**src/rtl/pba_pkg.sv**
```systemverilog
// Shared constants, types and the helper function of the port bitmap allocator.
package pba_pkg;

    localparam int SLOTS        = 32768;
    localparam int WORD_BITS    = 32;
    localparam int RANDOM_DRAWS = 16;

    localparam int PORT_W    = 16;
    localparam int STATUS_W  = 2;
    localparam int RNG_W     = 32;
    localparam int DRAW_W    = 31;
    localparam int CAND_W    = 15;
    localparam int PORT_BASE = 32768;

    localparam int MAP_WORDS = (SLOTS + WORD_BITS - 1) / WORD_BITS;
    localparam int ADDR_W    = (MAP_WORDS > 1) ? $clog2(MAP_WORDS) : 1;
    localparam int OFF_W     = $clog2(WORD_BITS);
    localparam int VISIT_W   = $clog2(MAP_WORDS + 1);
    localparam int DCNT_W    = (RANDOM_DRAWS > 1) ? $clog2(RANDOM_DRAWS) : 1;
    localparam int LAST_BITS = SLOTS - (MAP_WORDS - 1) * WORD_BITS;

    localparam logic [RNG_W-1:0] LFSR_TAPS = 32'hD000_0001;
    localparam logic [RNG_W-1:0] SEED_INIT = 32'h0000_0001;

    localparam logic MODE_RESERVE = 1'b0;
    localparam logic MODE_RELEASE = 1'b1;

    typedef logic [WORD_BITS-1:0] t_word;
    typedef logic [ADDR_W-1:0]    t_addr;

    typedef enum logic [STATUS_W-1:0] {
        ST_DONE  = 2'd0,
        ST_FULL  = 2'd1,
        ST_RANGE = 2'd2
    } t_status;

    typedef enum logic [3:0] {
        S_CLEAR,
        S_IDLE,
        S_REL_WR,
        S_DRAW,
        S_PROBE_RED,
        S_PROBE_TEST,
        S_SCAN_DRAW,
        S_SCAN_RED,
        S_SCAN_TEST,
        S_FINISH
    } t_state;

    typedef struct packed {
        logic  rd_en;
        t_addr rd_addr;
        logic  wr_en;
        t_addr wr_addr;
        t_word wr_data;
    } t_map_req;

    typedef struct packed {
        logic [PORT_W-1:0] port_out;
        t_status           status;
    } t_result;

    // One step of the Galois generator.
    function automatic logic [RNG_W-1:0] lfsr_step(input logic [RNG_W-1:0] s);
        return (s >> 1) ^ (s[0] ? LFSR_TAPS : '0);
    endfunction

endpackage

```
**src/rtl/pba_lfsr.sv**
```systemverilog
// Pseudo-random generator state with seed load.
module pba_lfsr (
    input  logic                      i_clk,
    input  logic                      i_rst_n,
    input  logic                      i_seed_we,
    input  logic [pba_pkg::RNG_W-1:0] i_seed,
    input  logic                      i_step,
    output logic [pba_pkg::RNG_W-1:0] o_next
);
    import pba_pkg::*;

    logic [RNG_W-1:0] r_rng;

    assign o_next = lfsr_step(r_rng);

    // A zero seed would lock the generator, so it loads one instead.
    always_ff @(posedge i_clk) begin
        if (!i_rst_n) begin
            r_rng <= SEED_INIT;
        end else if (i_seed_we) begin
            r_rng <= (i_seed != '0) ? i_seed : SEED_INIT;
        end else if (i_step) begin
            r_rng <= o_next;
        end
    end
endmodule

```
**config.mk**
```make
export PLATFORM = sky130hd
export DESIGN_NAME = pba_lfsr
export DESIGN_NICKNAME = d
export VERILOG_FILES = /design/src/rtl/pba_pkg.sv /design/src/rtl/pba_lfsr.sv
export SDC_FILE = /design/constraint.sdc
export NUM_CORES = 1
export LEC_CHECK = 0
export ABC_AREA = 1
export CELL_PAD_IN_SITES_DETAIL_PLACEMENT = 1
export CELL_PAD_IN_SITES_GLOBAL_PLACEMENT = 1
export CORE_AREA = 3 3 67 69
export DETAILED_ROUTE_END_ITERATION = 7
export DIE_AREA = 0 0 70 72
export DONT_BUFFER_PORTS = 1
export PLACE_DENSITY = 0.8
export SKIP_LAST_GASP = 1
export SLEW_MARGIN = 15
export SYNTH_ARGS = -nofsm -noshare
export SYNTH_HDL_FRONTEND = slang
export SYNTH_SLANG_ARGS = --single-unit
```
**constraint.sdc**
```tcl
create_clock -name i_clk -period 2.2 [get_ports i_clk]
set_input_delay 0.44 -clock i_clk [delete_from_list [all_inputs] [get_ports i_clk]]
set_output_delay 0.44 -clock i_clk [all_outputs]
set_load 0.05 [all_outputs]
```
## Word level (Yosys, flattened, before mapping)

Cells that the tools add are included.

- Reduce and logical (&&, ||, !) cells: 2
- Mux-type cells: 4
- Bitwise gates (word level): 1

Operator list:

| cell | number |
|---|---|
| 32-bit two-way mux | 4 |
| 32-bit nonzero test | 1 |
| 31-bit by 32-bit bitwise XOR with 32-bit output | 1 |
| 2-bit nonzero test | 1 |

- Output and inout port bits: 32
- Logic and storage cells: 8
- Bits in registers: 32
- Bits of input ports: 36

## Longest topological paths before layout

- Word-level depth: 4
- Depth in mapped cells: 7
- Gate-level depth less buffers: 7

## Least setup slack after synthesis

No wires, ideal clock.

- Path kind: register -> output
- From: register r_rng[0]
- To: output port o_next[28] (netlist bit)
- Data arrival time: 1.220 ns
- Buffers on the path: 0
- Stages on the path, launching flop included: 2
- Slack: 0.540 ns
- Data required time: 1.760 ns
- Cells stage by stage: dfxtp_1 -> xor2_1

- Cells in the longest elaborated chain, start to end: 2

RTL lines:

| item | RTL line | RTL |
|---|---|---|
| start: declaration | pba_lfsr.sv:12 | `logic [RNG_W-1:0] r_rng;` |
| start signal: assignment | pba_lfsr.sv:21 | `r_rng <= (i_seed != '0) ? i_seed : SEED_INIT;` |
| start signal: assignment | pba_lfsr.sv:23 | `r_rng <= o_next;` |
| 32-bit two-way mux | pba_pkg.sv:65 | `return (s >> 1) ^ (s[0] ? LFSR_TAPS : '0);` |
| 31-bit by 32-bit bitwise XOR with 32-bit output | pba_pkg.sv:65 |  |
| end: declaration | pba_lfsr.sv:8 | `output logic [pba_pkg::RNG_W-1:0] o_next` |

No other way between the ends.

## Final worst setup path

- From: register r_rng[0]
- To: output port o_next[0] (netlist bit)

The elaborated chain is that of the path after synthesis.

==> flow_summary.yaml <==
worst_setup_path:
  setup.worst_path.end_class: "output pin"
  start_kind: "flip-flop"
  worstPathMaxFanout: 6
  crit_arrival_ns: 1.21
  crit_type: "reg -> out"
  worstPathRequired_ns: 1.76
global_routing:
  grt_pass1_vias: 1498
  antenna_found_initial: 0
  grt_start_max_net_pins: 34
  grt_overflow: 0
  grt_use_total: 0.181
  grt_pass1_wl_um: 7250
synthesis:
  synthAdderAreaFrac: 0
  synthMuxAreaShare: 0
  yosys_warnings: 0
  synth-simple-area-share: 0.152
  netlist-cell-type-count: 21
  ys_ff_latch: 32
  ys_seq_area_frac: 0.363
  synthXorXnorAreaFrac: 0.0149
  avgSynthCellArea_um2: 7.15
  synthCells: 247
  synthesis.nets: 283
  synth_top_family_by_area: "compound AO/OA/AOI/OAI gates"
  synth_area_um2: 1770
  synth_compound_area_frac: 0.265
layout:
  reg.largest.list: "r_rng x32"
  syn2layout_area_growth_pct: -8.07
  nNetsFinal: 249
  final_common_cell: "o21ai_0"
  antenna_cells: 0
  layout_common_cells: "o21ai_0, nand2_1, dfxtp_1"
  largest_reg_flops: 32
  largest_register: "r_rng"
  drive_gt1_frac: 0.0607
cts:
  postCtsHoldBufs: 0
  clk_pin_slew_ns: 0.07
  cts_buffer_depth: 2
  numClockSinks: 32
  cts-buffers-inserted: 5
  cts_resized: 0
  cts_setup_buffers: 0
  cts_tree: "done"
  htree_levels: 2
  insertion_delay_ns: 0.28
  cts_root_buf: "clkbuf_8"
sta:
  relSlewSlack: 0.621
  finClkSkew_ns: 0.00377
  period_needed_ns: 1.65
  setup_ws_ns: 0.547
  maxSlewViolCount: 0
  tightest_slew_ns: 0.567
  period_share: 0.751
  rsz0062_at_grt: "false"
  hold_violations: 0
  setup-tns-final_ns: 0
  max_freq_ghz: 0.605
  setup_violations: 0
pwr:
  max-vdd-ir-drop_mv: 0.396
  p_leak_uw: 0.000612
  power.density_nw_per_um2: 884
floorplanning:
  die_h_um: 72
  start_util: 0.445
  coreArea_um2: 3970
  std_cell_rows: 23
  die_w_um: 70
  ios: 68
  die-area_um2: 5040
placed_design:
  place.gp.congestion: 0.715
  port_buffers: 0
  dpl_worst_slack_ns: 0.801
  dp_hpwl_um: 3070
drt:
  routedWlPerCell_um: 17.0
  drt-pass1-iter-count: 4
  drtIter0Drc: 129
  via_per_inst: 5.59
  antenna_left: 0
  wl_um: 4480
  drcViolationCount: 0
  vias: 1476
hold_path:
  hp-class: "in -> reg"
run:
  maxCapViolations: 0
run_status:
  outcome: "completed"
## cell families (layout without fill, tap and decap cells)
family / after synthesis / in the layout
buffers and inverters: 51 / 18
and+or+nand+nor: 69 / 69
AOI/OAI and AO/OA: 92 / 92
xor gates and xnor gates: 3 / 3
DFF: 32 / 32
## through the flow
stage / std cells / instance area (um2) / hold WS, ns / total power [uW] / utilization
after floorplan: 247 / 1770 / 0.480 / 1010 / -
after global placement: 256 / 1530 / 0.537 / 973 / 0.386
after detailed placement: 256 / 1530 / 0.556 / 978 / 0.386
after CTS: 264 / 1620 / 0.276 / 1450 / 0.409
after global routing: 264 / 1620 / 0.276 / 1500 / 0.409
final: 264 / 1620 / 0.285 / 1440 / 0.409
## cell usage after synthesis
cell type	instances	area, um2
a21boi_0	1	7.51
a21oi_1	29	145
buf_2	5	25.0
buf_4	29	218
buf_6	4	45.0
clkbuf_1	5	18.8
clkbuf_2	1	5.00
clkbuf_8	1	13.8
clkinv_8	1	16.3
dfxtp_1	32	641
inv_1	4	15.0
inv_4	1	6.26
nand2_1	45	169
nand3_1	2	10.0
nor2_1	21	78.8
nor2_4	1	11.3
o211ai_1	2	15.0
o21ai_0	49	245
o21ai_1	11	55.1
xnor2_1	1	8.76
xor2_1	2	17.5
## layer usage
metal | part of all wire | up-vias | track usage | routed length [um]
li1 | - | 726 | - | -
met1 | 0.43 | 696 | 0.217 | 1940
met2 | 0.47 | 49 | 0.294 | 2090
met3 | 0.090 | 5 | 0.0762 | 402
met4 | 0.010 | 0 | 0.0596 | 46
met5 | 0 | - | 0 | 0
## path summary, 6_finish.rpt
kind / startpoint / to / slack, ns / cells past startpoint
max: r_rng[0] / o_next[0] / 0.55 / 2
min reg2reg: r_rng[31] / r_rng[31] / 0.57 / 2
max reg2reg: r_rng[0] / r_rng[28] / 0.98 / 6
min: i_seed[16] / r_rng[16] / 0.28 / 2
## power by group
group,switching (uW),internal (uW)
clock,219,255
sequential,168,622
combinational,113,59.4
total,499,937
## critical path, cell delays in order (launching register included)
cell and delay (ns):
dfxtp_1 0.46, xnor2_1 0.13, inv_1 0.35
## final cells by class
type,instances,area (um2)
clock buffers,8,90.1
fillers,505,2350
inverters,6,37.5
multi-input cells,164,763
flip-flops and latches,32,641
well taps,50,62.6
repair buffers,4,30.0
Power figures use the tool's default switching activity.
