### src/rtl/pba_pkg.sv
// Shared constants, types and the helper function of the port bitmap allocator.
package pba_pkg;

    localparam int SLOTS        = 32768;
    localparam int WORD_BITS    = 32;
    localparam int RANDOM_DRAWS = 16;

    localparam int PORT_W    = 16;
    localparam int STATUS_W  = 2;
    localparam int RNG_W     = 32;
    localparam int DRAW_W    = 31;
    localparam int CAND_W    = 15;
    localparam int PORT_BASE = 32768;

    localparam int MAP_WORDS = (SLOTS + WORD_BITS - 1) / WORD_BITS;
    localparam int ADDR_W    = (MAP_WORDS > 1) ? $clog2(MAP_WORDS) : 1;
    localparam int OFF_W     = $clog2(WORD_BITS);
    localparam int VISIT_W   = $clog2(MAP_WORDS + 1);
    localparam int DCNT_W    = (RANDOM_DRAWS > 1) ? $clog2(RANDOM_DRAWS) : 1;
    localparam int LAST_BITS = SLOTS - (MAP_WORDS - 1) * WORD_BITS;

    localparam logic [RNG_W-1:0] LFSR_TAPS = 32'hD000_0001;
    localparam logic [RNG_W-1:0] SEED_INIT = 32'h0000_0001;

    localparam logic MODE_RESERVE = 1'b0;
    localparam logic MODE_RELEASE = 1'b1;

    typedef logic [WORD_BITS-1:0] t_word;
    typedef logic [ADDR_W-1:0]    t_addr;

    typedef enum logic [STATUS_W-1:0] {
        ST_DONE  = 2'd0,
        ST_FULL  = 2'd1,
        ST_RANGE = 2'd2
    } t_status;

    typedef enum logic [3:0] {
        S_CLEAR,
        S_IDLE,
        S_REL_WR,
        S_DRAW,
        S_PROBE_RED,
        S_PROBE_TEST,
        S_SCAN_DRAW,
        S_SCAN_RED,
        S_SCAN_TEST,
        S_FINISH
    } t_state;

    typedef struct packed {
        logic  rd_en;
        t_addr rd_addr;
        logic  wr_en;
        t_addr wr_addr;
        t_word wr_data;
    } t_map_req;

    typedef struct packed {
        logic [PORT_W-1:0] port_out;
        t_status           status;
    } t_result;

    // One step of the Galois generator.
    function automatic logic [RNG_W-1:0] lfsr_step(input logic [RNG_W-1:0] s);
        return (s >> 1) ^ (s[0] ? LFSR_TAPS : '0);
    endfunction

endpackage

### src/rtl/pba_seq.sv
// Sequencer: clearing pass, random probes, word scan and release.
module pba_seq (
    input  logic                       i_clk,
    input  logic                       i_rst_n,
    input  logic                       i_in_valid,
    output logic                       o_in_ready,
    input  logic                       i_mode,
    input  logic [pba_pkg::PORT_W-1:0] i_port,
    input  logic                       i_out_free,
    output logic                       o_res_valid,
    output pba_pkg::t_result           o_res,
    output logic                       o_step,
    input  logic [pba_pkg::RNG_W-1:0]  i_rng_next,
    output pba_pkg::t_map_req          o_map_req,
    input  pba_pkg::t_word             i_rd_data
);
    import pba_pkg::*;

    localparam t_word LAST_MASK = ~(t_word'('1) << LAST_BITS);

    t_state                r_state, n_state;
    t_addr                 r_clr_addr, n_clr_addr;
    logic [CAND_W-1:0]     r_cand, n_cand;
    logic [DRAW_W-1:0]     r_rand, n_rand;
    logic [DCNT_W-1:0]     r_draw_cnt, n_draw_cnt;
    t_addr                 r_scan_addr, n_scan_addr;
    logic                  r_first, n_first;
    logic [VISIT_W-1:0]    r_visit, n_visit;
    t_result               r_res, n_res;

    logic [PORT_W-1:0]     rel_slot;
    logic                  rel_in_range;
    logic                  cand_big;
    t_addr                 cand_addr;
    logic [OFF_W-1:0]      cand_off;
    logic                  cand_free;
    logic [DRAW_W-1:0]     rand_shift;
    logic                  last_draw;
    t_word                 scan_free;
    logic [OFF_W-1:0]      scan_idx;
    t_addr                 scan_next;
    logic                  scan_last_word;
    logic                  last_visit;

    // Lowest set bit of the word; the search runs over independent bits.
    function automatic logic [OFF_W-1:0] first_set(input t_word v);
        logic [OFF_W-1:0] idx;
        idx = '0;
        for (int i = WORD_BITS - 1; i >= 0; i--) begin
            if (v[i]) begin
                idx = OFF_W'(i);
            end
        end
        return idx;
    endfunction

    assign rel_slot     = i_port - PORT_W'(PORT_BASE);
    assign rel_in_range = (i_port >= PORT_W'(PORT_BASE)) &&
                          ({1'b0, rel_slot} < (PORT_W + 1)'(SLOTS));
    assign cand_big     = ({1'b0, r_cand} >= (CAND_W + 1)'(SLOTS));
    assign cand_addr    = ADDR_W'(r_cand >> OFF_W);
    assign cand_off     = r_cand[OFF_W-1:0];
    assign cand_free    = !i_rd_data[cand_off];
    assign rand_shift   = r_rand >> 16;
    assign last_draw    = (r_draw_cnt == DCNT_W'(RANDOM_DRAWS - 1));

    assign scan_last_word = (r_scan_addr == ADDR_W'(MAP_WORDS - 1));
    assign scan_free      = ~i_rd_data
                          & (scan_last_word ? LAST_MASK : t_word'('1))
                          & (r_first ? (t_word'('1) << cand_off) : t_word'('1));
    assign scan_idx       = first_set(scan_free);
    assign scan_next      = scan_last_word ? '0 : r_scan_addr + 1'b1;
    assign last_visit     = (r_visit == VISIT_W'(MAP_WORDS));

    always_ff @(posedge i_clk) begin
        if (!i_rst_n) begin
            r_state    <= S_CLEAR;
            r_clr_addr <= '0;
        end else begin
            r_state    <= n_state;
            r_clr_addr <= n_clr_addr;
        end
    end

    always_ff @(posedge i_clk) begin
        r_cand      <= n_cand;
        r_rand      <= n_rand;
        r_draw_cnt  <= n_draw_cnt;
        r_scan_addr <= n_scan_addr;
        r_first     <= n_first;
        r_visit     <= n_visit;
        r_res       <= n_res;
    end

    // Next state.
    always_comb begin
        n_state = r_state;
        unique case (r_state)
            S_CLEAR: begin
                if (r_clr_addr == ADDR_W'(MAP_WORDS - 1)) begin
                    n_state = S_IDLE;
                end
            end
            S_IDLE: begin
                if (i_in_valid) begin
                    if (i_mode == MODE_RESERVE) begin
                        n_state = S_DRAW;
                    end else if (rel_in_range) begin
                        n_state = S_REL_WR;
                    end else begin
                        n_state = S_FINISH;
                    end
                end
            end
            S_REL_WR:    n_state = S_FINISH;
            S_DRAW:      n_state = S_PROBE_RED;
            S_PROBE_RED: begin
                if (!cand_big) begin
                    n_state = S_PROBE_TEST;
                end
            end
            S_PROBE_TEST: begin
                if (cand_free) begin
                    n_state = S_FINISH;
                end else if (rand_shift != '0) begin
                    n_state = S_PROBE_RED;
                end else if (last_draw) begin
                    n_state = S_SCAN_DRAW;
                end else begin
                    n_state = S_DRAW;
                end
            end
            S_SCAN_DRAW: n_state = S_SCAN_RED;
            S_SCAN_RED: begin
                if (!cand_big) begin
                    n_state = S_SCAN_TEST;
                end
            end
            S_SCAN_TEST: begin
                if ((scan_free != '0) || last_visit) begin
                    n_state = S_FINISH;
                end
            end
            S_FINISH: begin
                if (i_out_free) begin
                    n_state = S_IDLE;
                end
            end
            default: n_state = S_IDLE;
        endcase
    end

    // Outputs and datapath.
    always_comb begin
        o_in_ready  = 1'b0;
        o_res_valid = 1'b0;
        o_res       = r_res;
        o_step      = 1'b0;
        o_map_req   = '0;
        n_clr_addr  = r_clr_addr;
        n_cand      = r_cand;
        n_rand      = r_rand;
        n_draw_cnt  = r_draw_cnt;
        n_scan_addr = r_scan_addr;
        n_first     = r_first;
        n_visit     = r_visit;
        n_res       = r_res;
        unique case (r_state)
            S_CLEAR: begin
                o_map_req.wr_en   = 1'b1;
                o_map_req.wr_addr = r_clr_addr;
                o_map_req.wr_data = '0;
                n_clr_addr        = r_clr_addr + 1'b1;
            end
            S_IDLE: begin
                o_in_ready = 1'b1;
                n_draw_cnt = '0;
                n_cand     = CAND_W'(rel_slot);
                n_res      = '{port_out: '0, status: ST_RANGE};
                o_map_req.rd_en   = i_in_valid && (i_mode == MODE_RELEASE);
                o_map_req.rd_addr = ADDR_W'(rel_slot >> OFF_W);
            end
            S_REL_WR: begin
                o_map_req.wr_en   = 1'b1;
                o_map_req.wr_addr = cand_addr;
                o_map_req.wr_data = i_rd_data & ~(t_word'(1) << cand_off);
                n_res             = '{port_out: '0, status: ST_DONE};
            end
            S_DRAW, S_SCAN_DRAW: begin
                o_step = 1'b1;
                n_rand = i_rng_next[DRAW_W-1:0];
                n_cand = i_rng_next[CAND_W-1:0];
            end
            S_PROBE_RED, S_SCAN_RED: begin
                if (cand_big) begin
                    n_cand = r_cand - CAND_W'(SLOTS);
                end else begin
                    o_map_req.rd_en   = 1'b1;
                    o_map_req.rd_addr = cand_addr;
                    n_scan_addr       = cand_addr;
                    n_first           = 1'b1;
                    n_visit           = '0;
                end
            end
            S_PROBE_TEST: begin
                if (cand_free) begin
                    o_map_req.wr_en   = 1'b1;
                    o_map_req.wr_addr = cand_addr;
                    o_map_req.wr_data = i_rd_data | (t_word'(1) << cand_off);
                    n_res = '{port_out: PORT_W'(PORT_BASE) + PORT_W'(r_cand),
                              status: ST_DONE};
                end else begin
                    n_rand = rand_shift;
                    n_cand = rand_shift[CAND_W-1:0];
                    if (rand_shift == '0) begin
                        n_draw_cnt = r_draw_cnt + 1'b1;
                    end
                end
            end
            S_SCAN_TEST: begin
                if (scan_free != '0) begin
                    o_map_req.wr_en   = 1'b1;
                    o_map_req.wr_addr = r_scan_addr;
                    o_map_req.wr_data = i_rd_data | (t_word'(1) << scan_idx);
                    n_res = '{port_out: PORT_W'(PORT_BASE) +
                                        PORT_W'({r_scan_addr, scan_idx}),
                              status: ST_DONE};
                end else if (last_visit) begin
                    n_res = '{port_out: '0, status: ST_FULL};
                end else begin
                    o_map_req.rd_en   = 1'b1;
                    o_map_req.rd_addr = scan_next;
                    n_scan_addr       = scan_next;
                    n_first           = 1'b0;
                    n_visit           = r_visit + 1'b1;
                end
            end
            S_FINISH: begin
                o_res_valid = i_out_free;
            end
            default: begin
                o_res_valid = 1'b0;
            end
        endcase
    end
endmodule

### config.mk
export PLATFORM = sky130hd
export DESIGN_NAME = pba_seq
export DESIGN_NICKNAME = d
export VERILOG_FILES = /design/src/rtl/pba_pkg.sv /design/src/rtl/pba_seq.sv
export SDC_FILE = /design/constraint.sdc
export NUM_CORES = 1
export LEC_CHECK = 0
export BUFFER_PORTS_ARGS = -buffer_cell sky130_fd_sc_hd__buf_2
export CAP_MARGIN = 20
export CELL_PAD_IN_SITES_DETAIL_PLACEMENT = 0
export CELL_PAD_IN_SITES_GLOBAL_PLACEMENT = 1
export CORE_MARGIN = 2
export CORE_UTILIZATION = 25
export CTS_BUF_LIST = sky130_fd_sc_hd__clkbuf_4 sky130_fd_sc_hd__clkbuf_8 sky130_fd_sc_hd__clkbuf_16
export DETAILED_ROUTE_END_ITERATION = 8
export PLACE_DENSITY_LB_ADDON = 0.1
export SLEW_MARGIN = 20
export SYNTH_ARGS = -nofsm -noshare
export SYNTH_HDL_FRONTEND = slang
export SYNTH_SLANG_ARGS = --single-unit
### constraint.sdc
create_clock -name i_clk -period 3.6 [get_ports i_clk]
set_input_delay 0.72 -clock i_clk [delete_from_list [all_inputs] [get_ports i_clk]]
set_output_delay 0.72 -clock i_clk [all_outputs]
set_load 0.005 [all_outputs]
; Word-level counts from Yosys, hierarchy flattened
; Cells that the tools add are included.
[totals]
output_inout_bits = 75
in_bits = 85
reg_bits = 104
latch_bits = 0
ramBits = 0
n_memories = 0
mem_bits_ro = 0
[classes]
add_sub_neg = 7
mul = 0
n_eq_ne = 23
reduce_logical = 20
n_div = 0
magnitude_cmp = 3
shift = 3
mux = 75
n_bitwise = 6
[ops]
columns = op, n
row1 = $pmux W43 S4, 1
row2 = $mux W5, 32
row3 = $mux W43, 2
row4 = $pmux W18 S4, 1
row5 = $and A32 B32 Y32, 2
row6 = $not A32 Y32, 2
row7 = $or A32 B32 Y32, 2
row8 = $shl A1 B5 Y32 const A, 2
row9 = $pmux W31 S2, 1
row10 = $mux W18, 3
row11 = $pmux W15 S3, 1
row12 = $mux W11, 4
row13 = $pmux W4 S10, 1
row14 = $mux W4, 9
row15 = $pmux W11 S3, 1
row16 = $add A16 B15 Y16 const A, 2
row17 = $mux W32, 1
row18 = $reduce_bool A32 Y1, 1
row19 = $shl A32 B5 Y32 const A, 1
row20 = $logic_not A31 Y1, 1
row21 = $mux W31, 1
row22 = $reduce_bool A31 Y1, 1
row23 = $mux W10, 3
row24 = $pmux W11 S2, 1
row25 = 32 further kinds, 61

; Logic depth before layout (Yosys ltp)
; Gate-level depths: netlist of the first run.
[logic_depth]
word_depth = 39
depth_mapped = 11
mapped_depth_nobuf = 8

; Worst setup path after synthesis of the first run
; Ideal clock, no wire load.
[synth_timing]
path_type = input port to output port
startpoint = input port i_rd_data[7]
endpoint = output port o_map_req[53] in the netlist's numbering
required_ns = 2.880
setup_slack_ns = -0.158
arrival_time_ns = 3.038
path_stages = 7
path_cell_list = a21oi_2 -> a2111oi_4 -> nand3_2 -> or4_4 -> or2_2 -> nand2b_1 -> a31o_2
[synth_rtl]
columns = element, line
row1 = from (decl), pba_seq.sv:15  ; input pba_pkg::t_word i_rd_data
row2 = to (decl), pba_seq.sv:14  ; output pba_pkg::t_map_req o_map_req,

==> results of run 1 <==
-- synthesized netlist by cell type, types with 9 or more instances --
master    instances  area [µm²]
or3_1             9        56.3
o21ai_0          75         375
nand2_1         118         443
a21oi_1          25         125
xor2_1           19         166
nor3_1           23         115
edfxtp_1         74        2220
inv_1            11        41.3
and3_1           14        87.6
nand3_1          23         115
dfxtp_1          14         280
nor2_1          112         420
nand2b_1         11        68.8
o211ai_1         24         180
mux4_2           10         225
and2_1           22         138
clkbuf_1         30         113
a22oi_1          28         210
-- worst max path at each step --
stage	cells after the start	slack, ns	end
floorplan	7	0.11	o_map_req[53]
detailed placement	12	-0.28	o_map_req[9]
CTS	12	-0.41	o_map_req[18]
global placement	12	-0.27	o_map_req[24]
global route	13	-0.52	o_map_req[10]
finish	14	-0.40	o_map_req[19]
-- metrics by stage --
step           total power [mW]  setup WS, ns  util [%]  TNS (ns)  hold WS (ns)
6_report                   4.70        -0.396      37.4    -16.44         0.529
2_1_floorplan              2.51         0.106         -         0         0.466
4_1_cts                    4.66        -0.410      36.4    -18.10         0.519
5_1_grt                    4.99        -0.521      37.4    -23.96         0.581
3_3_place_gp               3.51        -0.269      32.9     -9.64         0.500
3_5_place_dp               3.50        -0.276      32.9    -10.98         0.508
-- where the power goes --
group / switching, mW / internal (mW) / total (mW)
sequential: 0.0896 / 1.33 / 1.42
clock: 0.445 / 0.494 / 0.939
combinational: 1.31 / 1.03 / 2.34
total: 1.84 / 2.86 / 4.70
-- layer usage --
| layer | vias up | global-route usage, % | routed length [µm] |
|---|---|---|---|
| li1 | 3678 | - | - |
| met1 | 3668 | 27.9 | 13800 |
| met5 | - | 0 | 0 |
| met4 | 0 | 5.34 | 590 |
| met2 | 237 | 31.5 | 13200 |
| met3 | 37 | 3.68 | 1730 |
-- cell families after synthesis --
group                      Yosys count  share of synthesized area, %
AOI/OAI and AO/OA                  242                          23.9
xor gates and xnor gates            27                          3.37
adders and majority gates            5                         0.892
buffers and inverters               66                          5.14
DFF                                 88                          35.7
muxes                               13                          3.82
and+or+nand+nor                    391                          27.2
-- worst max-delay path, stage by stage (launching register included) --
cell	delay (ns)
edfxtp_1	0.40
buf_6	0.16
buf_6	0.13
a21oi_2	0.06
o21a_4	0.20
or3b_4	0.41
a221oi_2	0.19
buf_4	0.17
o2111ai_2	0.14
o21ai_4	0.28
buf_6	0.15
nand2b_4	0.06
buf_6	0.13
o211ai_1	0.26
buf_2	0.17
-- cell type report --
class,instances,share of cell area (%)
clock buffers,10,2.24
flip-flops and latches,88,24.1
repair buffers,338,22.4
multi-input cells,679,45.6
inverters,14,0.531
well taps,378,4.56
clock inverters,6,0.531
-- cell usage in the layout, fill, tap and decap left out, types with 5 or more instances in the layout --
master,instances
a21oi_2,10
buf_4,148
a221o_1,8
o21ai_1,15
nand3_2,8
o211ai_1,24
nor2b_1,8
nor4_1,6
nand3_1,17
xnor2_1,8
and2_1,19
o21a_1,6
o21ai_0,62
ha_1,5
nand2b_1,9
xor2_1,19
and3_1,13
dfxtp_1,14
a21oi_4,5
or3_1,6
nor3_1,12
or2_4,6
clkbuf_16,9
nor3_4,7
buf_2,155
edfxtp_1,74
buf_6,29
a22o_1,5
mux4_2,10
nor2_1,106
nand2_1,117
a22oi_1,24
a21oi_1,14
a21o_1,6
inv_1,11
-- what timing repair did --
action                     in CTS  in global routing
buffers inserted               19                 14
pin swaps                      48                 36
hold buffers                    0                  0
setup endpoints to repair      54                 54
cloned                          2                  0
resized for setup             119                 42
-- sequential cells by signal (all words and copies together) (netlist names) --
name / flops
o_res: 18
r_cand: 15
r_clr_addr: 10
r_draw_cnt: 4
r_first: 1
r_rand: 15
r_scan_addr: 10
r_state: 4
r_visit: 11
==> results.cfg, run 1 <==
[min_path]
hold_path_depth = 2
worstHoldEndpoint = r_clr_addr[9]$_SDFFE_PN0N_
min_from = r_clr_addr[9]$_SDFFE_PN0N_
hold_class = reg -> reg

[route]
via_per_inst = 5.04
num_vias = 7620
wl_per_cell_um = 19.4
drcViolationCount = 0
drtPass1Iterations = 5
ant_nets = 0
wl_um = 29300
drtIter0Drc = 582

[yosys]
syn_avg_cell_area_um2 = 8.43
async_flop_share_pct = 0
synth_top_flop_cell = edfxtp_1
synth_fp_nets = 922
synth_edf_count = 74
synth_cells = 832
yosysSeqAreaShare_pct = 35.7
yosysWarnings = 0
syn_area_mm2 = 0.00701
ys_types = 82
ys_seq_elements = 88

[clock_network]
tritoncts = built
cts_buffer_depth = 2
clock_latency_ns = 0.36
cts_buffers = 9
root_buffer = clkbuf_16
h-tree-depth = 3
clkTransAtPathRegs_ns = 0.07
cts.sinks = 88

[finish]
area_growth_pct = 47.9
multi_input_comb_area_mm2 = 0.00473
layoutNonFillerInstCount = 1513
seqCellArea_mm2 = 0.00250
fill_cells = 2927
final_area_mm2 = 0.0104
fin_nets = 1220
drive_gt1_share_pct = 42.6
antenna_cells = 0

[timing]
setup_viol = 54
slew_headroom_pct = 51.1
fin_ws_ns = -0.396
rsz0062_at_grt = true
tightest_slew_ns = 0.729
hold_violations = 0
max_freq_ghz = 0.250
period_needed_ns = 4.00
clock_skew_ns = 0.0100
slew_viol_final = 0
min_period_over_period_pct = 111

[grt]
grt_overflow = 0
grt_max_degree = 36
grt.total_usage_pct = 19.9
grt_pass1_wl_um = 44500
grt_pass1_vias = 7520
antenna_found_initial = 0

[power_and_ir_drop]
p_per_area_mw_per_mm2 = 453
p_leak_nw = 4.34
ir_drop_v = 0.000221

[outcome]
violations = negative setup slack
status = finished, violations left

[worst_setup_path]
reg2reg_to = r_visit[9]$_SDFFCE_PN0P_
worstSetupEndpointType = output pin
criticalPathCategory = reg -> out
cp.required_ns = 2.88
r2r_start = r_cand[1]$_DFFE_PP_
critical_path.max_fanout = 7
startpoint = r_cand[1]$_DFFE_PP_
ff2ff_setup_slack_ns = 0.32
cp-start-kind = register
r2r_cells = 10
worstPathArrival_ns = 3.28

[floorplan]
coreArea_mm2 = 0.0277
die_y_um = 171
fp.dieW_um = 171
ios = 160
initial_core_util_pct = 25.3
die_area_mm2 = 0.0294
core.rowCount = 61

[placement]
numPortBuffers = 157
hpwl_um = 23000
gp_congestion = 0.848
post_dp_cell_area_mm2 = 0.00912
dpl.cell_count = 1463

[flow_run]
maxCapViolations = 0
Power figures use the tool's default switching activity.
==> run 2, diff against run 1 <==
--- a/config.mk
+++ b/config.mk
@@ -14,6 +14,7 @@
 export CTS_BUF_LIST = sky130_fd_sc_hd__clkbuf_4 sky130_fd_sc_hd__clkbuf_8 sky130_fd_sc_hd__clkbuf_16
 export DETAILED_ROUTE_END_ITERATION = 8
 export PLACE_DENSITY_LB_ADDON = 0.1
+export REMOVE_ABC_BUFFERS = 1
 export SLEW_MARGIN = 20
 export SYNTH_ARGS = -nofsm -noshare
 export SYNTH_HDL_FRONTEND = slang
==> run 2 against run 1 <==
Compared with the run above: the flow still finishes with violations (negative setup slack); combinational power grew 9.8%; via count grew 1.9%; design area rose by 3.4%; global-route usage rose by 0.53 points; clock-buffer cell count increased by 1; sequential power barely moved; critical path type unchanged.
==> results.cfg, run 2 (synthesized netlist as in run 1, its figures left out) <==
[timing]
clock_skew_ns = 0.00828
hold_violations = 0
min_period_over_period_pct = 114
rsz0062_at_grt = true
setup_viol = 54
final.setup.tns_ns = -22.44
slew_viol_final = 0
tightest_slew_ns = 0.684
slew_headroom_pct = 54.3
fin_ws_ns = -0.501
period_needed_ns = 4.10
max_freq_ghz = 0.244

[finish]
layout_common_cells = buf_4 (173), buf_2 (155), nor2_1 (108)
fin_nets = 1249
largest_reg_flops = 18
drive_gt1_share_pct = 43.9
layout_commonest_cell = buf_4
area_growth_pct = 52.9
fill_cells = 2905
antenna_cells = 0
fin_util_pct = 38.7

[outcome]
status = finished, violations left
violations = negative setup slack

[worst_setup_path]
crit_cells = 13
critical-path-max-stage-delay_ns = 0.63
cp.required_ns = 2.88
criticalPathCategory = reg -> out
critical_path.top_delay_family = simple AND/OR/NAND/NOR gates
critical_path.max_fanout = 8
r2r_cells = 12
path_cells = buf_4 -> buf_6 -> and2_1 -> a311oi_1 -> buf_4 -> nor4_4 -> buf_4 -> nand3_4 -> or4_4 -> buf_12 -> nor3_4 -> a221o_1 -> buf_2
cp-start-kind = register
path_common_cell = buf_4
r2r_start = r_cand[1]$_DFFE_PP_
ff2ff_setup_slack_ns = 0.10
worstPathArrival_ns = 3.38
reg2reg_to = r_visit[2]$_SDFFCE_PN0P_
worst-path-buf-inv = 6
worstSetupEndpointType = output pin
cp_slowest_cell = or4_4

[floorplan]
initial_core_util_pct = 25.3
core.rowCount = 61
die_y_um = 171
coreArea_mm2 = 0.0277
ios = 160
fp.dieW_um = 171
die_area_mm2 = 0.0294

[clock_network]
cts_buffers = 9
tritoncts = built
h-tree-depth = 3
cts_buffer_depth = 2
ctsHoldBuffers = 0
clkTransAtPathRegs_ns = 0.07
cts.sinks = 88
clock_latency_ns = 0.34
root_buffer = clkbuf_16

[placement]
hpwl_um = 22900
numPortBuffers = 157
gp_congestion = 0.901
place_ws_ns = -0.444

[min_path]
worstHoldEndpoint = r_clr_addr[7]$_SDFFE_PN0N_
min_from = r_clr_addr[7]$_SDFFE_PN0N_
hold_class = reg -> reg
hold_path_depth = 2

[route]
wl_per_cell_um = 20.1
drtIter0Drc = 490
drtPass1Iterations = 5
wl_um = 31100
ant_nets = 0
num_vias = 7764
via_per_inst = 5.04
drcViolationCount = 0

[grt]
grt_pass1_wl_um = 45500
antenna_found_initial = 0
grt_pass1_vias = 7554
grt_overflow = 0
grt.total_usage_pct = 20.5
grt_max_degree = 33

[power_and_ir_drop]
p_per_area_mw_per_mm2 = 468
ir_drop_v = 0.000221
p_leak_nw = 4.56

[flow_run]
maxCapViolations = 0
[run 2: cell types whose count changed in the layout (fill, tap and decap cells not counted), moves of 6 or more]
| cell | delta |
|---|---|
| o21ai_0 | -18 |
| o21ai_2 | +9 |
| buf_6 | -9 |
| nand2_2 | +10 |
| nand2_1 | -13 |
| nand3_2 | -6 |
| buf_4 | +25 |
| o21ai_1 | +10 |
[run 2: final cells by class]
type	count	area [µm²]	share of cell area [%]
timing repair buffer	367	2690	25.1
clock inverter	5	81.3	0.759
clock buffer	11	240	2.24
sequential	88	2500	23.4
tap	378	473	4.41
inverter	14	55.1	0.514
multi-input combinational	679	4680	43.7
[run 2: what timing repair did]
action                     in CTS  in global routing
setup buffers                  25                 13
pin swaps                      31                 12
setup endpoints to repair      76                 54
gates cloned                    2                  6
gates resized for setup       139                 44
[run 2: per-stage QoR]
stage	power, mW	std cells	instance area (µm²)	hold slack [ns]
after floorplan	2.41	780	6700	0.466
after global placement	3.62	1482	9290	0.504
after detailed placement	3.61	1482	9290	0.504
after CTS	4.93	1524	10300	0.514
after global routing	5.30	1542	10700	0.562
final	5.01	1542	10700	0.517
[run 2: per-layer routing]
layer	track usage [%]	up-vias	routed length, µm
li1	-	3741	-
met1	31.1	3777	15800
met2	30.3	212	13200
met3	2.74	34	1470
met4	5.01	0	592
met5	0	-	0
[run 2: tightest hold or removal path: stages, from the launching register on]
cell and delay (ns):
dfxtp_1 0.34, o21ai_0 0.08, a21oi_1 0.06
[run 2: worst max path at each step]
stage | slack, ns | from | to
finish | -0.50 | r_cand[1]$_DFFE_PP_ | o_map_req[50]
floorplan | -0.79 | r_cand[1]$_DFFE_PP_ | o_map_req[53]
global placement | -0.46 | r_cand[4]$_DFFE_PP_ | o_map_req[2]
global route | -0.62 | r_cand[1]$_DFFE_PP_ | o_map_req[24]
CTS | -0.46 | r_cand[1]$_DFFE_PP_ | o_map_req[24]
detailed placement | -0.44 | r_cand[4]$_DFFE_PP_ | o_map_req[17]
[run 2: power by group]
group	switching [mW]	leakage, nW	internal (mW)
clock network	0.397	0.157	0.624
logic	1.41	3.63	1.16
registers	0.0846	0.779	1.33
total	1.89	4.56	3.12
==> run 3, diff against run 2 <==
--- a/config.mk
+++ b/config.mk
@@ -11,7 +11,7 @@
 export CELL_PAD_IN_SITES_GLOBAL_PLACEMENT = 1
 export CORE_MARGIN = 2
 export CORE_UTILIZATION = 25
-export CTS_BUF_LIST = sky130_fd_sc_hd__clkbuf_4 sky130_fd_sc_hd__clkbuf_8 sky130_fd_sc_hd__clkbuf_16
+export CTS_BUF_LIST = sky130_fd_sc_hd__clkbuf_2
 export DETAILED_ROUTE_END_ITERATION = 8
 export PLACE_DENSITY_LB_ADDON = 0.1
 export REMOVE_ABC_BUFFERS = 1
==> run 3 against run 2 <==
Compared with the run above: the flow still finishes with violations (negative setup slack); worst hold slack worse by 0.11 ns; core utilization decreased by 0.76 points; non-clock buffer count decreased by 6; sequential share of layout area up 0.47 points; highest routed layer unchanged.
==> results.cfg, run 3 (synthesized netlist as in run 1, its figures left out) <==
[floorplan]
die_area_mm2 = 0.0294
core.rowCount = 61
initial_core_util_pct = 25.3
coreArea_mm2 = 0.0277
fp.dieW_um = 171
die_y_um = 171
ios = 160

[route]
via_per_inst = 5.09
drtPass1Iterations = 5
wl_per_cell_um = 20.0
drcViolationCount = 0
wl_um = 30700
drtIter0Drc = 477
num_vias = 7822
ant_nets = 0

[clock_network]
clkTransAtPathRegs_ns = 0.26
cts.sinks = 88
clock_latency_ns = 0.56
h-tree-depth = 3
root_buffer = clkbuf_2
cts_buffers = 9
cts_buffer_depth = 2
tritoncts = built
ctsHoldBuffers = 0

[timing]
clock_skew_ns = 0.0341
slew_viol_final = 0
slew_headroom_pct = 55.6
hold_violations = 0
fin_ws_ns = -0.757
rsz0062_at_grt = true
tightest_slew_ns = 0.664
max_freq_ghz = 0.230
setup_viol = 54
period_needed_ns = 4.36
min_period_over_period_pct = 121

[worst_setup_path]
cp.required_ns = 2.88
worstSetupEndpointType = output pin
cp-start-kind = register
criticalPathCategory = reg -> out
ff2ff_setup_slack_ns = 0.20
worst-path-buf-inv = 6
r2r_start = r_cand[1]$_DFFE_PP_
r2r_cells = 12
path_cells = buf_6 -> buf_8 -> buf_6 -> mux4_2 -> mux4_2 -> mux2i_4 -> and2_4 -> buf_12 -> clkbuf_16 -> o21ai_0 -> o211ai_1 -> buf_2
critical_path.max_fanout = 6
worstPathArrival_ns = 3.64
reg2reg_to = r_scan_addr[1]$_DFFE_PP_
critical-path-max-stage-delay_ns = 0.58
critical_path.top_delay_family = multiplexers
cp_slowest_cell = mux4_2

[finish]
fin_nets = 1243
layout_commonest_cell = buf_4
drive_gt1_share_pct = 43.6
layout_common_cells = buf_4 (166), buf_2 (156), nand2_1 (115)
fin_util_pct = 37.9
fill_cells = 2942
final_area_mm2 = 0.0105
area_growth_pct = 49.8
largest_reg_flops = 18
antenna_cells = 0

[placement]
post_dp_cell_area_mm2 = 0.00929
gp_congestion = 0.901
numPortBuffers = 157
place_ws_ns = -0.444
hpwl_um = 22900

[outcome]
status = finished, violations left
violations = negative setup slack

[grt]
grt_pass1_vias = 7541
grt.total_usage_pct = 20.5
grt_max_degree = 33
antenna_found_initial = 0
grt_overflow = 0
grt_pass1_wl_um = 45600

[flow_run]
maxCapViolations = 0

[min_path]
hold_path_depth = 2
hold_class = in -> reg
worstHoldEndpoint = r_rand[29]$_SDFFCE_PP0P_
min_from = i_rng_next[29]

[power_and_ir_drop]
total_power_mw = 4.51
p_leak_nw = 4.42
p_per_area_mw_per_mm2 = 429
ir_drop_v = 0.000175
[run 3: cell types whose count changed in the layout (fill, tap and decap cells not counted), moves of 4 or more]
cell and change:
clkbuf_16 -10, nand2_4 -4, nand2_1 +11, clkbuf_2 +11
nand2_2 -8, buf_4 -7
[run 3: worst reg2reg max path, stage by stage, from the launching register on]
cell	delay [ns]
edfxtp_1	0.51
buf_4	0.15
buf_6	0.12
and2_4	0.15
a311oi_1	0.08
buf_4	0.16
nor4_4	0.31
buf_4	0.18
nand3_4	0.10
or4_4	0.58
or2_4	0.31
nand2b_4	0.10
buf_4	0.31
[run 3: metal layers]
layer,GRT usage (%),part of all wire (%),routed length (µm)
met1,31.4,50,15200
met5,0,0,0
met4,4.50,1.8,560
met2,30.6,43,13100
met3,2.49,6.0,1850
[run 3: per-stage QoR]
step	TNS (ns)	hold slack, ns	cells
finish	-35.89	0.410	1536
global route	-45.10	0.356	1536
CTS	-38.25	0.355	1525
detailed placement	-16.66	0.504	1482
global placement	-21.06	0.504	1482
floorplan	-30.95	0.466	780
[run 3: worst max path at each step]
stage,from,endpoint,slack [ns],depth (start not counted)
after global placement,r_cand[4]$_DFFE_PP_,o_map_req[2],-0.46,14
after floorplan,r_cand[1]$_DFFE_PP_,o_map_req[53],-0.79,8
after global routing,r_cand[1]$_DFFE_PP_,o_map_req[24],-0.94,15
after detailed placement,r_cand[4]$_DFFE_PP_,o_map_req[17],-0.44,13
after CTS,r_cand[1]$_DFFE_PP_,o_map_req[25],-0.77,13
final,r_cand[1]$_DFFE_PP_,o_map_req[12],-0.76,12
[run 3: cell type report]
class / count / area (µm²) / area share, %
clock buffers: 11 / 55.1 / 0.524
clock inverters: 5 / 81.3 / 0.774
inverters: 14 / 60.1 / 0.572
multi-input cells: 679 / 4690 / 44.7
flip-flops and latches: 88 / 2500 / 23.8
well taps: 378 / 473 / 4.50
repair buffers: 361 / 2640 / 25.1
[run 3: power by group]
part           leakage (nW)  switching, mW  internal (mW)
combinational          3.56           1.37           1.13
clock                0.0821          0.361          0.235
sequential            0.779         0.0835           1.33
total                  4.42           1.81           2.70
[run 3: repair_timing]
item / 4_1_cts / 5_1_grt
endpoints found under the setup margin: 76 / 72
setup buffers: 26 / 8
pin swaps: 27 / 35
hold endpoints to repair: 0 / 0
gates cloned: 3 / 4
resized for setup: 100 / 79
